**src/sv/ed_pkg.sv**
```systemverilog
// Shared widths, limits, queue entry type and root unit states for the
// euclidean distance block. No dependencies.
`default_nettype none
package ed_pkg;

  localparam int COORD_W     = 16;
  localparam int MAG_W       = 16;
  localparam int SQ_W        = 2 * MAG_W;
  localparam int SUM_W       = 37;
  localparam int RAD_W       = SUM_W + 1;
  localparam int ROOT_W      = RAD_W / 2;
  localparam int REM_W       = ROOT_W + 1;
  localparam int DIST_W      = 18;
  localparam int MAX_DIM_DEF = 16;

  localparam int QDEPTH = 2;
  localparam int QPTR_W = $clog2(QDEPTH);
  localparam int QCNT_W = $clog2(QDEPTH + 1);

  localparam logic [DIST_W-1:0] DIST_MAX = {DIST_W{1'b1}};
  localparam logic [SUM_W-1:0]  SUM_MAX  = {SUM_W{1'b1}};

  typedef struct packed {
    logic [SUM_W-1:0] sum;
    logic             ovf;
  } job_t;

  typedef enum logic [1:0] {
    BK_IDLE,
    BK_RUN,
    BK_FIN
  } back_state_t;

endpackage
`default_nettype wire

```
**src/sv/ed_front.sv**
```systemverilog
// Front end: accepts coordinate beats, counts dimensions, squares and
// accumulates differences, pushes finished sums to the queue. Uses ed_pkg.
`default_nettype none
module ed_front import ed_pkg::*; #(
  parameter int MAX_DIM = MAX_DIM_DEF
) (
  input  wire logic                      clk,
  input  wire logic                      rst_n,
  input  wire logic                      in_valid,
  output logic                           in_ready,
  input  wire logic signed [COORD_W-1:0] in_coord_a,
  input  wire logic signed [COORD_W-1:0] in_coord_b,
  input  wire logic                      in_last,
  input  wire logic [QCNT_W-1:0]         q_count,
  output logic                           q_push,
  output job_t                           q_job
);

  localparam int CNT_W = $clog2(MAX_DIM + 1);

  logic [CNT_W-1:0] cnt_r, cnt_nxt;
  logic             ovf_r, ovf_nxt;

  logic             s1_valid_r, s1_last_r, s1_add_r, s1_ovf_r;
  logic [MAG_W-1:0] s1_mag_r;
  logic             s2_valid_r, s2_last_r, s2_ovf_r;
  logic [SQ_W-1:0]  s2_sq_r;
  logic [SUM_W-1:0] sum_r, sum_nxt;

  logic                   acc, add_en, ovf_seen;
  logic signed [COORD_W:0] diff;
  logic [COORD_W:0]       mag_full;
  logic [SUM_W:0]         sum_wide;
  logic [SUM_W-1:0]       sum_sat;
  logic [QCNT_W:0]        pending;

  assign pending  = {1'b0, q_count} + (QCNT_W + 1)'(s1_valid_r & s1_last_r)
                  + (QCNT_W + 1)'(s2_valid_r & s2_last_r);
  assign in_ready = pending < (QCNT_W + 1)'(QDEPTH);
  assign acc      = in_valid & in_ready;

  assign add_en   = cnt_r < CNT_W'(MAX_DIM);
  assign ovf_seen = ovf_r | ~add_en;

  assign diff     = {in_coord_a[COORD_W-1], in_coord_a} - {in_coord_b[COORD_W-1], in_coord_b};
  assign mag_full = diff[COORD_W] ? (COORD_W + 1)'(-diff) : (COORD_W + 1)'(diff);

  always_comb begin
    cnt_nxt = cnt_r;
    ovf_nxt = ovf_r;
    if (acc) begin
      if (in_last) begin
        cnt_nxt = '0;
        ovf_nxt = 1'b0;
      end else begin
        cnt_nxt = add_en ? cnt_r + CNT_W'(1) : cnt_r;
        ovf_nxt = ovf_seen;
      end
    end
  end

  assign sum_wide = {1'b0, sum_r} + (SUM_W + 1)'(s2_sq_r);
  assign sum_sat  = sum_wide[SUM_W] ? SUM_MAX : sum_wide[SUM_W-1:0];

  always_comb begin
    sum_nxt = sum_r;
    q_push  = 1'b0;
    if (s2_valid_r) begin
      q_push  = s2_last_r;
      sum_nxt = s2_last_r ? '0 : sum_sat;
    end
  end

  assign q_job.sum = sum_sat;
  assign q_job.ovf = s2_ovf_r;

  always_ff @(posedge clk) begin
    if (!rst_n) begin
      cnt_r      <= '0;
      ovf_r      <= 1'b0;
      s1_valid_r <= 1'b0;
      s2_valid_r <= 1'b0;
      sum_r      <= '0;
    end else begin
      cnt_r      <= cnt_nxt;
      ovf_r      <= ovf_nxt;
      s1_valid_r <= acc;
      s2_valid_r <= s1_valid_r;
      sum_r      <= sum_nxt;
    end
  end

  always_ff @(posedge clk) begin
    if (acc) begin
      s1_mag_r  <= mag_full[MAG_W-1:0];
      s1_add_r  <= add_en;
      s1_last_r <= in_last;
      s1_ovf_r  <= ovf_seen;
    end
    s2_sq_r   <= s1_add_r ? s1_mag_r * s1_mag_r : '0;
    s2_last_r <= s1_last_r;
    s2_ovf_r  <= s1_ovf_r;
  end

  a_cnt_bound: assert property (@(posedge clk) disable iff (!rst_n)
    cnt_r <= CNT_W'(MAX_DIM))
    else $error("dimension count beyond limit");

endmodule
`default_nettype wire

```
**src/sv/ed_fifo.sv**
```systemverilog
// Short queue of finished sums between the front end and the root unit.
// Uses ed_pkg for the entry type and depth.
`default_nettype none
module ed_fifo import ed_pkg::*; (
  input  wire logic        clk,
  input  wire logic        rst_n,
  input  wire logic        push,
  input  wire job_t        push_job,
  input  wire logic        pop,
  output job_t             pop_job,
  output logic [QCNT_W-1:0] count,
  output logic             nonempty
);

  job_t              mem [QDEPTH];
  logic [QPTR_W-1:0] wr_r, rd_r;
  logic [QCNT_W-1:0] cnt_r;

  assign count    = cnt_r;
  assign nonempty = cnt_r != '0;
  assign pop_job  = mem[rd_r];

  always_ff @(posedge clk) begin
    if (!rst_n) begin
      wr_r  <= '0;
      rd_r  <= '0;
      cnt_r <= '0;
    end else begin
      if (push) wr_r <= (wr_r == QPTR_W'(QDEPTH - 1)) ? '0 : wr_r + QPTR_W'(1);
      if (pop)  rd_r <= (rd_r == QPTR_W'(QDEPTH - 1)) ? '0 : rd_r + QPTR_W'(1);
      cnt_r <= cnt_r + QCNT_W'(push) - QCNT_W'(pop);
    end
  end

  always_ff @(posedge clk) begin
    if (push) mem[wr_r] <= push_job;
  end

  a_no_overrun: assert property (@(posedge clk) disable iff (!rst_n)
    push && !pop |-> cnt_r < QCNT_W'(QDEPTH))
    else $error("queue overrun");

  a_no_underrun: assert property (@(posedge clk) disable iff (!rst_n)
    pop |-> cnt_r != '0)
    else $error("queue underrun");

endmodule
`default_nettype wire

```
**src/sv/ed_root.sv**
```systemverilog
// Back end: bit-serial integer square root of a queued sum, one root bit
// per cycle, then saturation into the output register. Uses ed_pkg.
`default_nettype none
module ed_root import ed_pkg::*; (
  input  wire logic               clk,
  input  wire logic               rst_n,
  input  wire logic               q_nonempty,
  input  wire job_t               q_job,
  output logic                    q_pop,
  output logic                    out_valid,
  input  wire logic               out_ready,
  output logic [DIST_W-1:0]       out_distance,
  output logic                    out_overflow
);

  localparam int ITER_W = $clog2(ROOT_W);

  back_state_t state_r, state_nxt;
  logic [ITER_W-1:0] iter_r;
  logic [RAD_W-1:0]  rad_r;
  logic [REM_W-1:0]  rem_r;
  logic [ROOT_W-1:0] root_r;
  logic              job_ovf_r;
  logic              out_valid_r;
  logic [DIST_W-1:0] out_dist_r;
  logic              out_ovf_r;

  logic              out_load;
  logic [REM_W+1:0]  rem_sh, trial;
  logic              take;
  logic [DIST_W-1:0] dist_fin;

  always_ff @(posedge clk) begin
    if (!rst_n) state_r <= BK_IDLE;
    else        state_r <= state_nxt;
  end

  always_comb begin
    state_nxt = state_r;
    q_pop     = 1'b0;
    out_load  = 1'b0;
    unique case (state_r)
      BK_IDLE: begin
        if (q_nonempty) begin
          q_pop     = 1'b1;
          state_nxt = BK_RUN;
        end
      end
      BK_RUN: begin
        if (iter_r == ITER_W'(ROOT_W - 1)) state_nxt = BK_FIN;
      end
      BK_FIN: begin
        if (!out_valid_r || out_ready) begin
          out_load  = 1'b1;
          state_nxt = BK_IDLE;
        end
      end
      default: state_nxt = BK_IDLE;
    endcase
  end

  assign rem_sh = {rem_r, rad_r[RAD_W-1 -: 2]};
  assign trial  = (REM_W + 2)'({root_r, 2'b01});
  assign take   = rem_sh >= trial;

  assign dist_fin = job_ovf_r ? DIST_MAX :
                    (root_r > ROOT_W'(DIST_MAX)) ? DIST_MAX : root_r[DIST_W-1:0];

  always_ff @(posedge clk) begin
    if (q_pop) begin
      rad_r     <= {1'b0, q_job.sum};
      rem_r     <= '0;
      root_r    <= '0;
      iter_r    <= '0;
      job_ovf_r <= q_job.ovf;
    end else if (state_r == BK_RUN) begin
      rad_r  <= {rad_r[RAD_W-3:0], 2'b00};
      rem_r  <= take ? REM_W'(rem_sh - trial) : rem_sh[REM_W-1:0];
      root_r <= {root_r[ROOT_W-2:0], take};
      iter_r <= iter_r + ITER_W'(1);
    end
  end

  always_ff @(posedge clk) begin
    if (!rst_n) begin
      out_valid_r <= 1'b0;
    end else if (out_load) begin
      out_valid_r <= 1'b1;
    end else if (out_ready) begin
      out_valid_r <= 1'b0;
    end
  end

  always_ff @(posedge clk) begin
    if (out_load) begin
      out_dist_r <= dist_fin;
      out_ovf_r  <= job_ovf_r;
    end
  end

  assign out_valid    = out_valid_r;
  assign out_distance = out_dist_r;
  assign out_overflow = out_ovf_r;

  a_ovf_saturates: assert property (@(posedge clk) disable iff (!rst_n)
    out_valid_r && out_ovf_r |-> out_dist_r == DIST_MAX)
    else $error("overflow result not saturated");

  a_pop_when_idle: assert property (@(posedge clk) disable iff (!rst_n)
    q_pop |=> state_r == BK_RUN && iter_r == '0)
    else $error("root unit did not start after pop");

endmodule
`default_nettype wire

```
**src/sv/euclidean_distance_top.sv**
```systemverilog
// Euclidean distance engine: one coordinate pair per beat, a result after the
// beat marked last. Instantiates ed_front, ed_fifo and ed_root; uses ed_pkg.
//
// Each beat carries one dimension of two points in signed Q8.8; the block
// accumulates the squared difference and, after the beat marked last, returns
// floor(sqrt(sum)) in unsigned Q10.8 (saturating at 262143). A norm is the
// same stream with in_coord_b held at zero. Dimensions beyond MAX_DIM are
// dropped and the pair's result is 262143 with out_overflow set. Within a
// pair the block takes one beat per cycle while in_ready is high; the square
// and accumulate run in a two-stage pipeline. Each finished sum then goes
// through a two-entry queue to a bit-serial root unit that pops it, computes
// the 19 root bits and loads the output register, taking the next sum only
// after that load. Input stalls only while two finished pairs, queued or
// still in the pipeline, are waiting for the root unit.
`default_nettype none
module euclidean_distance_top import ed_pkg::*; #(
  parameter int MAX_DIM = MAX_DIM_DEF
) (
  input  wire logic                      clk,
  input  wire logic                      rst_n,
  input  wire logic                      in_valid,
  output logic                           in_ready,
  input  wire logic signed [COORD_W-1:0] in_coord_a,
  input  wire logic signed [COORD_W-1:0] in_coord_b,
  input  wire logic                      in_last,
  output logic                           out_valid,
  input  wire logic                      out_ready,
  output logic [DIST_W-1:0]              out_distance,
  output logic                           out_overflow
);

  logic              q_push, q_pop, q_nonempty;
  job_t              push_job, pop_job;
  logic [QCNT_W-1:0] q_count;

  ed_front #(
    .MAX_DIM (MAX_DIM)
  ) u_front (
    .clk        (clk),
    .rst_n      (rst_n),
    .in_valid   (in_valid),
    .in_ready   (in_ready),
    .in_coord_a (in_coord_a),
    .in_coord_b (in_coord_b),
    .in_last    (in_last),
    .q_count    (q_count),
    .q_push     (q_push),
    .q_job      (push_job)
  );

  ed_fifo u_fifo (
    .clk      (clk),
    .rst_n    (rst_n),
    .push     (q_push),
    .push_job (push_job),
    .pop      (q_pop),
    .pop_job  (pop_job),
    .count    (q_count),
    .nonempty (q_nonempty)
  );

  ed_root u_root (
    .clk          (clk),
    .rst_n        (rst_n),
    .q_nonempty   (q_nonempty),
    .q_job        (pop_job),
    .q_pop        (q_pop),
    .out_valid    (out_valid),
    .out_ready    (out_ready),
    .out_distance (out_distance),
    .out_overflow (out_overflow)
  );

endmodule
`default_nettype wire
```
**config.mk**
```make
export PLATFORM = sky130hd
export DESIGN_NAME = euclidean_distance_top
export DESIGN_NICKNAME = d
export VERILOG_FILES = /design/src/sv/ed_pkg.sv /design/src/sv/ed_front.sv /design/src/sv/ed_fifo.sv /design/src/sv/ed_root.sv /design/src/sv/euclidean_distance_top.sv
export SDC_FILE = /design/constraint.sdc
export NUM_CORES = 1
export LEC_CHECK = 0
export ABC_AREA = 1
export ABC_CLOCK_PERIOD_IN_PS = 5100
export BUFFER_PORTS_ARGS = -buffer_cell sky130_fd_sc_hd__buf_2
export CAP_MARGIN = 20
export CORE_MARGIN = 3
export CORE_UTILIZATION = 58
export CTS_BUF_LIST = sky130_fd_sc_hd__clkbuf_16
export CTS_CLUSTER_DIAMETER = 50
export CTS_CLUSTER_SIZE = 20
export DETAILED_ROUTE_END_ITERATION = 10
export PLACE_DENSITY = 0.78
export SLEW_MARGIN = 20
export SYNTH_ARGS = -nofsm -noshare
export SYNTH_HDL_FRONTEND = slang
export SYNTH_SLANG_ARGS = --single-unit
```
**constraint.sdc**
```tcl
create_clock -name clk -period 5.1 [get_ports clk]
set_input_delay 1.02 -clock clk [delete_from_list [all_inputs] [get_ports clk]]
set_output_delay 1.02 -clock clk [all_outputs]
set_load 0.01 [all_outputs]
```
### Yosys cells after proc, flatten, opt, wreduce, memory -nomap -nowiden

Memories as Yosys holds them, arrays and structs flattened. A register that Yosys moved wholly into a read port is not among the register bits.
Cells that the tools add are included.

| storage, ports and cells | value |
|---|---|
| input bits | 37 |
| latch bits | 0 |
| memories kept | 1 |
| ROM bits | 0 |
| logic and storage cells | 90 |
| output and inout port bits | 21 |
| memory bits (writable) | 76 |
| bits in registers | 207 |

| cells by class | value |
|---|---|
| add/subtract/negate cells | 12 |
| shift-type cells | 0 |
| mux-type cells | 26 |
| magnitude comparators | 4 |
| bitwise gates (word level) | 5 |
| reduce and logical (&&, ||, !) cells | 10 |
| equal/unequal tests | 6 |
| multiply operators | 1 |
| div/mod/pow operators | 0 |

Memories:

| memory | depth | bits a word | rd ports | clocked after memory_dff | write ports | line | source |
|---|---|---|---|---|---|---|---|
| u_fifo.mem | 2 | 38 | 1 | 1 | 1 | ed_fifo.sv:15 | `job_t mem [QDEPTH];` |

Operator list:

| operator | count |
|---|---|
| $mux W37 | 4 |
| $add A37 B32 Y38 | 1 |
| $mul A16 B16 Y32 | 1 |
| $ge A22 B21 Y1 | 1 |
| $mux W20 | 1 |
| $sub A20 B20 Y20 | 1 |
| $gt A19 B18 Y1 const B | 1 |
| $sub A16 B16 Y17 | 1 |
| $mux W16 | 1 |
| $neg A16 Y16 | 1 |
| $mux W1 | 14 |
| $add A5 B1 Y5 const B | 2 |
| $mux W5 | 2 |
| $reduce_bool A2 Y1 | 4 |
| $mux W2 | 3 |
| $pmux W2 S3 | 1 |
| $eq A5 B5 Y1 const B | 1 |
| $lt A5 B5 Y1 const B | 1 |
| $ne A2 B1 Y1 const B | 2 |
| $add A2 B3 Y3 | 1 |
| $add A3 B3 Y3 | 1 |
| $and A1 B1 Y1 | 3 |
| $lt A3 B2 Y1 const B | 1 |
| $reduce_and A3 Y1 | 1 |
| 13 further kinds | 14 |

### Longest topological paths before layout

| depth | value |
|---|---|
| depth after elaboration | 6 |
| mapped depth | 27 |
| mapped depth without buffers | 25 |

### Modules after synthesis

From an unflattened synthesis, not the netlist that was laid out.

| second synthesis, totals | value |
|---|---|
| cells, all modules | 3004 |
| area, all modules | 23695.2 um2 |

Modules (own cells, without submodules):

| module | instances | seq. area each (um2) | area an instance (um2) | cells each |
|---|---|---|---|---|
| ed_front | 1 | 2132.0 | 15035.7 | 2133 |
| ed_root | 1 | 2672.6 | 5614.1 | 721 |
| ed_fifo | 1 | 2382.3 | 3045.4 | 150 |

### Worst setup path after synthesis

OpenSTA, ideal clock, no wires.

| path | value |
|---|---|
| path kind | register to register |
| from | register u_front.s1_mag_r[4] |
| to | register u_front.s2_sq_r[24] |
| clock period less this slack | 5.637 ns |
| library setup time | 0.113 ns |
| path buffers | 2 |
| arrival | 5.524 ns |
| data required time | 4.987 ns |
| path slack | -0.537 ns |
| stages on the path, launching flop included | 24 |
| path through | edfxtp_1 clkbuf_1 clkbuf_1 nand2_1 fa_1 inv_1 fa_1 fa_1 fa_1 fa_1 inv_1 fa_1 inv_1 ha_1 nand2_1 nor2_1 inv_1 nor3_1 inv_1 o21ai_0 a21o_1 nand2_1 nand2_1 nor2_1 |

| on the way | value |
|---|---|
| word-level cells in the longest chain between the ends | 1 |

Ends and longest elaborated chain:

| item | line | source |
|---|---|---|
| start, declared | ed_front.sv:25 | `logic [MAG_W-1:0] s1_mag_r;` |
| start signal, assigned | ed_front.sv:95 | `s1_mag_r <= mag_full[MAG_W-1:0];` |
| $mul A16 B16 Y32 | ed_front.sv:100 | `s2_sq_r <= s1_add_r ? s1_mag_r * s1_mag_r : '0;` |
| end signal, assigned | ed_front.sv:100 |  |
| end, declared | ed_front.sv:27 | `logic [SQ_W-1:0] s2_sq_r;` |

No other way between the ends.
A chain may end at the register's enable or synchronous reset.

### Final worst setup path

| path | value |
|---|---|
| from | register u_front.s1_mag_r[6] |
| to | register u_front.s2_sq_r[26] |

Same word-level chain as after synthesis.

==> impl_metrics.env <==
export IMPL_via_per_inst=5.36
export IMPL_syn_to_final_growth_pct=17.6
export IMPL_grt_usage_pct=26.3
export IMPL_routed_wl_um=55100
export IMPL_cp_max_fo=4
export IMPL_post_synth_top_count_cell="nand2_1"
export IMPL_gp_congestion=0.984
export IMPL_cts_hold_buf=0
export IMPL_cts_tree="built"
export IMPL_core_area_um2=38200
export IMPL_synthArstFlopShare_pct=0
export IMPL_cts_made_buffers=28
export IMPL_ant_nets=0
export IMPL_ys_warn_count=0
export IMPL_synth_ff_type="edfxtp_1"
export IMPL_cts_sinks=283
export IMPL_synth_seq_area_share_pct=31.6
export IMPL_dp_cells=3456
export IMPL_wl_per_cell_um=15.5
export IMPL_status="finished, violations left"
export IMPL_vias=19080
export IMPL_worstSetupPathType="reg -> reg"
export IMPL_dieWidth_um=204
export IMPL_finalMaxSlewViolations=0
export IMPL_antenna_found_initial=0
export IMPL_rsz0062_at_grt="yes"
export IMPL_drc=0
export IMPL_slew_headroom_pct=35.8
export IMPL_setup_viol=20
export IMPL_r2r_slack_ns=-0.47
export IMPL_crit_start="u_front.s1_mag_r[6]"
export IMPL_violations="negative setup slack"
export IMPL_diodes=0
export IMPL_finalCritPeriodShare_pct=109
export IMPL_rows=71
export IMPL_drt_iter0_drc=1106
export IMPL_ios=58
export IMPL_io_buffers=57
export IMPL_worst_pin_slew_ns=0.962
export IMPL_final_nets=3405
export IMPL_synth_cell_types=53
export IMPL_synth_area_top_cells="edfxtp_1, fa_1, dfxtp_1"
export IMPL_critPathArrivalTime_ns=6.04
export IMPL_drive_gt1_share_pct=19.0
export IMPL_finalClockSkew_ns=0.0213
export IMPL_die_h_um=204
export IMPL_drv_cap=0
export IMPL_ff2ff_path_depth=25
export IMPL_end_kind="flop"
export IMPL_syn_nets=3196
export IMPL_synth_common_cells="nand2_1, inv_1, nor2_1, ha_1, fa_1"
export IMPL_dr_pass1_iters=5
export IMPL_r2r_start="u_front.s1_mag_r[6]"
export IMPL_period_minus_slack_ns=5.57
export IMPL_fmax_ghz=0.179
export IMPL_final_util_pct=70.1
export IMPL_die_area_um2=41700
export IMPL_overflow=0
export IMPL_dp_hpwl_um=42300
export IMPL_fin_ws_ns=-0.473
export IMPL_synth_edf_count=152
export IMPL_grt_pass1_wl_um=90700
export IMPL_finalHoldViolCount=0
export IMPL_cp_required_ns=5.57
export IMPL_start_util_pct=59.6
export IMPL_yosysTopAreaCell="edfxtp_1"
export IMPL_start_kind="flop"
export IMPL_worst_skew_pair_late_latency_ns=0.59
export IMPL_endpoint="u_front.s2_sq_r[26]"
export IMPL_yosysTopAreaCellShare_pct=20.0
export IMPL_finalNonFillerCells=3559
export IMPL_cts_reportedPaths_clkPinSlew_ns=0.07
export IMPL_r2r_end="u_front.s2_sq_r[26]"
export IMPL_min_path_type="reg -> reg"
export IMPL_grt_max_degree=48
export IMPL_h_tree_depth=1
export IMPL_netlist_area_um2=22800
export IMPL_cts_root_buf="clkbuf_16"
export IMPL_grt_pass1_vias=19319
export IMPL_synth_area_per_cell_um2=8.09
export IMPL_ys_seq_elements=283
export IMPL_postSynthCellCount=2817
export IMPL_cts_buffer_depth=3
==> sequential cells by signal (all words and copies together) (netlist names), 5 cells and up, named ones only <==
| signal | count |
|---|---|
| u_fifo.mem | 76 |
| u_root.rad_r | 38 |
| u_front.sum_r | 37 |
| u_front.s2_sq_r | 31 |
| u_root.rem_r | 20 |
| u_root.root_r | 19 |
| u_root.out_distance | 18 |
| u_front.s1_mag_r | 16 |
| u_front.cnt_r | 5 |
| u_root.iter_r | 5 |
==> layout make-up <==
| cell class | instances | area, um2 |
|---|---|---|
| clock buffer | 28 | 701 |
| clock inverter | 24 | 259 |
| sequential | 283 | 7190 |
| multi-input combinational | 1920 | 14000 |
| tap | 511 | 639 |
| timing repair buffer | 258 | 1950 |
| inverter | 535 | 2010 |
| fill | 2916 | 11400 |
==> what timing repair did <==
action | CTS | global route
setup buffers | 24 | 29
resized for setup | 81 | 105
pin swaps | 60 | 86
setup endpoints to repair | 21 | 23
==> layer usage <==
metal,up-vias,GRT usage (%),share of wire [%]
met4,0,6.66,2.5
met3,115,2.58,4.6
met1,9120,34.0,43
met5,-,0,0
li1,9341,-,-
met2,504,47.6,50
==> worst max-delay path: stages, from the launching register on <==
cell and delay (ns):
edfxtp_1 0.41, buf_6 0.15, buf_6 0.12, nand2_4 0.06
inv_2 0.04, fa_1 0.54, inv_2 0.04, fa_1 0.50
inv_1 0.05, fa_1 0.48, fa_2 0.49, fa_1 0.50
inv_1 0.05, fa_1 0.50, inv_2 0.05, ha_4 0.31
nand2_4 0.06, nor2_1 0.14, inv_1 0.09, nor3_2 0.22
nand4_1 0.20, nand3_4 0.17, a21o_1 0.14, nand2_1 0.05
nand2_1 0.05, nor2_1 0.05
==> worst min path at each step <==
stage                     depth (start not counted)              start  slack (ns)                 to
after global routing                              0   u_front.s1_ovf_r        0.40   u_front.s2_ovf_r
after detailed placement                          0  u_front.s1_last_r        0.38  u_front.s2_last_r
after floorplan                                   0   u_front.s1_ovf_r        0.32   u_front.s2_ovf_r
final                                             0  u_front.s1_last_r        0.39  u_front.s2_last_r
after CTS                                         0  u_front.s1_last_r        0.39  u_front.s2_last_r
after global placement                            0  u_front.s1_last_r        0.37  u_front.s2_last_r
==> cell families after synthesis <==
family | after synthesis | synth area share, %
buffers and inverters | 614 | 10.4
muxes | 1 | 0.0494
DFF | 283 | 31.6
and+or+nand+nor | 1148 | 22.1
AOI/OAI and AO/OA | 373 | 9.51
xor gates and xnor gates | 56 | 2.15
adders and majority gates | 342 | 24.2
==> cells in the final DEF (no fill, tap or decap), drive strengths merged, types with 2 or more instances in the layout <==
cell | Yosys | layout
nand2 | 733 | 733
inv | 533 | 545
buf | 11 | 258
nor2 | 232 | 232
a21oi | 178 | 178
ha | 177 | 177
fa | 165 | 165
edfxtp | 152 | 152
dfxtp | 131 | 131
nand3 | 109 | 109
o21ai | 88 | 88
a31oi | 41 | 41
xor2 | 32 | 32
clkbuf | 68 | 28
xnor2 | 24 | 24
nand4 | 24 | 24
nor3 | 20 | 20
o22ai | 18 | 18
or2 | 18 | 18
o21a | 12 | 12
a21o | 12 | 12
clkinv | 2 | 12
o21bai | 10 | 10
o211ai | 8 | 8
nand3b | 4 | 4
and2 | 3 | 3
nor4 | 3 | 3
clkinvlp | 0 | 2
a211oi | 2 | 2
==> through the flow <==
step           setup TNS, ns  instance area (um2)  worst slack, ns  hold slack (ns)
2_1_floorplan        -0.0466                23200          -0.0282            0.323
3_3_place_gp           -4.57                24700           -0.372            0.374
3_5_place_dp           -6.90                24700           -0.551            0.376
4_1_cts                -3.89                26100           -0.320            0.391
5_1_grt               -10.18                26800           -0.656            0.398
6_report               -5.94                26800           -0.473            0.387
Power is not shown: default switching activity piles up to over one toggle a cycle in this logic, so the estimate is an artifact.
